--- config.mk ---
export PLATFORM = sky130hd
export DESIGN_NAME = ptcc_ram
export DESIGN_NICKNAME = d
export VERILOG_FILES = /design/src/ptcc_ram.sv
export SDC_FILE = /design/constraint.sdc
export NUM_CORES = 1
export LEC_CHECK = 0
export BUFFER_PORTS_ARGS = -buffer_cell sky130_fd_sc_hd__clkbuf_2
export CORE_ASPECT_RATIO = 0.7
export CORE_MARGIN = 5
export CORE_UTILIZATION = 45
export CTS_CLUSTER_DIAMETER = 100
export DETAILED_ROUTE_END_ITERATION = 8
export PLACE_DENSITY_LB_ADDON = 0.3
export SLEW_MARGIN = 20
export SYNTH_ARGS = -nofsm -noshare
export SYNTH_HDL_FRONTEND = slang
export SYNTH_SLANG_ARGS = --single-unit
export TNS_END_PERCENT = 20
--- constraint.sdc ---
create_clock -name clk -period 1.82 [get_ports clk]
set_input_delay 0.091 -clock clk [delete_from_list [all_inputs] [get_ports clk]]
set_output_delay 0.091 -clock clk [all_outputs]
set_load 0.02 [all_outputs]
--- src/ptcc_ram.sv ---
`timescale 1ns / 1ps
`default_nettype none
module ptcc_ram #(
  parameter int WIDTH = 8,
  parameter int DEPTH = 16
) (
  input  wire logic                     clk,
  input  wire logic                     we,
  input  wire logic [$clog2(DEPTH)-1:0] waddr,
  input  wire logic [WIDTH-1:0]         wdata,
  input  wire logic [$clog2(DEPTH)-1:0] raddr_a,
  output logic      [WIDTH-1:0]         rdata_a,
  input  wire logic [$clog2(DEPTH)-1:0] raddr_b,
  output logic      [WIDTH-1:0]         rdata_b
);

  logic [WIDTH-1:0] mem [DEPTH];

  always_ff @(posedge clk) begin
    if (we) begin
      mem[waddr] <= wdata;
    end
    rdata_a <= mem[raddr_a];
    rdata_b <= mem[raddr_b];
  end

endmodule
`default_nettype wire

[After elaboration in Yosys (flattened, before gate mapping)]
Memory sizes are Yosys's and may differ from the RTL's. A register that Yosys moved wholly into a read port is not among the register bits.
Cells that the tools add are included.
Word-level totals
  RAM bits: 128
  bits in registers: 0
  memories: 1
Memory list
  mem: words 16, width 8, rd ports 2, clocked after Yosys merged registers in 2, write ports 1, line 17  | logic [WIDTH-1:0] mem [DEPTH];
Operators by class
  multiplexer cells: 2
Operators by type and width (count)
  $mux W1: 2

[Logic depth before layout (Yosys ltp)]
  depth after elaboration: 2
  gate-level depth with buffers: 5
  mapped depth without buffers: 3

[Worst setup path after synthesis]
Ideal clock, no wire load.
  path type: input port to flip-flop
  start: input port waddr[2]
  end: memory mem[0][0], enable pin
  setup slack: 0.236 ns
  data arrival time: 1.201 ns
  cell stages on the path: 2
  buffers on the path: 0
  cells stage by stage: or3b_2 nor3_1
RTL lines
  start, declared: line 9  | input wire logic [$clog2(DEPTH)-1:0] waddr,
  end, declared: line 17
No word-level cell before the write port.

==> summary.txt <==
post-synthesis xor/xnor area fraction -> 0%
Rel. slew slack -> 27.3%
Crit path arrival time -> 1730 ps
Max Fanout on Critical Path -> 2
Row Count -> 36
post-route setup TNS -> 0 ps
Clock Sinks -> 144
syn_area_per_cell -> 20.7 um2
total of max-cap violations -> 0
drt wl/cell -> 26.3 um
die width -> 152 um
Slew Viols, Final -> 0
Post-Synth Simple-Gate Area -> 3.43%
post-synthesis cell count -> 307
DRC viols -> 0
Port Buf Inserts -> 37
largest family of logic cells by synthesized area -> multiplexers
grt ovf -> 0
crit path kind -> flop to flop
total global-route track usage -> 18.9%
post-DP HPWL -> 9460 um
CTS tree -> built
post-synthesis mux area share -> 24.4%
CTS H-tree depth -> 4
crit start category -> flop
required time of the critical path -> 2110 ps
vias in the first global route -> 3428
IR drop worst, VDD -> 0.702 mV
Worst-Skew Late Latency -> 410 ps
PD cells -> 1030 nW/um2
post-cts sizing count -> 0
mapped cell area -> 6350 um2
Tmin final -> 1440 ps
sequential share of the synthesized area -> 65.6%
Via density -> 6.03
fraction of layout cells with a size suffix above 1 -> 34.2%
core area -> 13900 um2
largest net degree at the start of global routing -> 33
Placer Congestion -> 0.773
Worst-path clk slew -> 60 ps
Post-synth EDFFs -> 128
Total Power -> 0.00767 W
net count reported at finish -> 392
fraction of registers with async set/reset -> 0%
Cell Area, Placed -> 6850 um2
Multi-input gate area -> 2010 um2
RSZ-0062 raised after global routing -> false
fin util -> 53.5%
Tcrit/Tclk final -> 79.1%
setup violators final -> 0
Leak Pwr -> 2.58 nW
Tightest Pin Transition -> 1090 ps
initial antenna violation count -> 0
IO Pins -> 38
Synth Area in Adders -> 0%
Hold Fails Final Rpt -> 0
pre-CTS setup slack -> 249 ps
Antenna Cells -> 0
number of hold buffers added after CTS -> 0
CTS root buffer -> clkbuf_16
Worst Slack Setup Final -> 381 ps
height of the chip -> 109 um
crit end category -> flop
Most used DFF post-synth -> edfxtp_1
area growth from synthesis to layout -> 16.9%
Ys Warns -> 0
Netlist cell types -> 20
initial core utilization -> 45.7%
fin area -> 7420 um2
Syn Nets -> 329
CTS Buf Count -> 17
via count -> 3455
WL final -> 15100 um
outcome -> completed
clock tree buffer depth -> 2
fillers -> 1104
first-pass GRT wire length -> 22100 um
fmax -> 0.695 GHz
worst clock skew -> 8.19 ps
DR iter-0 viols -> 322
postcts setup bufs -> 0
Yosys reg bits -> 144
Detail Route Antenna Nets -> 0
Pre-Repair DR Iteration Count -> 5
Compound-Gate Fraction of Synth Area -> 3.79%
HP Class -> input pin to flop
die area -> 16600 um2
FF+latch area -> 4160 um2
-- worst paths after layout --
| kind | from | end | slack [ps] | cells after the start |
|---|---|---|---|---|
| worst max register to register | mem[1][7] | rdata_a[7] | 380 | 3 |
| worst max-delay path | mem[1][7] | rdata_a[7] | 380 | 3 |
| worst min register to register | mem[14][1] | rdata_b[1] | 700 | 3 |
| worst min-delay path | wdata[4] | mem[15][4] | 80 | 1 |
-- worst max-delay path, cell delays in order, from the launching register on --
cell and delay (ps):
edfxtp_1 390, mux4_1 510, a22oi_1 330, nand2_1 90
-- final cells by class --
class / instances / share of cell area, %
clock buffers: 18 / 5.79
clock inverters: 14 / 1.89
multi-input cells: 143 / 27.1
flip-flops and latches: 144 / 56.1
well taps: 190 / 3.20
repair buffers: 64 / 5.90
-- synth_stat cells, drive strengths merged, types with 4 or more instances --
cell,count,area share (%)
a22oi,32,3.8
buf,14,1.8
clkdlybuf4s25,6,0.95
dfxtp,16,5.0
edfxtp,128,61
mux4,64,24
nand2,17,1.0
nor2,14,0.83
nor3,4,0.32
-- cell families (layout without fill, tap and decap cells) --
group / Yosys count / count (layout)
compound gates: 32 / 32
buf+inv: 20 / 96
flops: 144 / 144
mux: 64 / 64
simple gates: 47 / 47
-- power by group --
part           internal, W  switching [W]
clock              0.00201        0.00131
sequential         0.00370      0.0000386
combinational     0.000265       0.000346
-- layer usage --
| layer | vias to the layer above | global-route usage, % | part of all wire [%] |
|---|---|---|---|
| met3 | 8 | 4.05 | 8.4 |
| met2 | 164 | 27.9 | 44 |
| li1 | 1467 | - | - |
| met4 | 0 | 5.00 | 0.72 |
| met5 | - | 0 | 0 |
| met1 | 1816 | 29.0 | 46 |
-- sequential cells by signal (all words and copies together), names as in the netlist --
signal / count
rdata_a: 8
rdata_b: 8
mem: 128
-- layout by cell type, fill, tap and decap left out, types with 2 or more instances in the layout --
master	instances
nand3b_1	2
and2b_1	2
clkbuf_2	37
mux4_1	28
edfxtp_1	128
bufinv_16	2
and2_1	2
nand2b_1	2
inv_6	2
mux4_4	2
dfxtp_1	16
buf_4	23
nor3_1	4
buf_12	4
clkinv_2	4
nor2_1	14
nor2b_1	2
clkinvlp_4	4
nand2_1	17
mux4_2	34
a22oi_1	32
clkbuf_16	17
-- metrics by stage --
step,cells,hold WS (ps)
after floorplan,307,190
after global placement,541,509
after detailed placement,541,509
after CTS,573,97.0
after global routing,573,122
final,573,83.1
No activity file was read; power rests on OpenSTA's default activity.
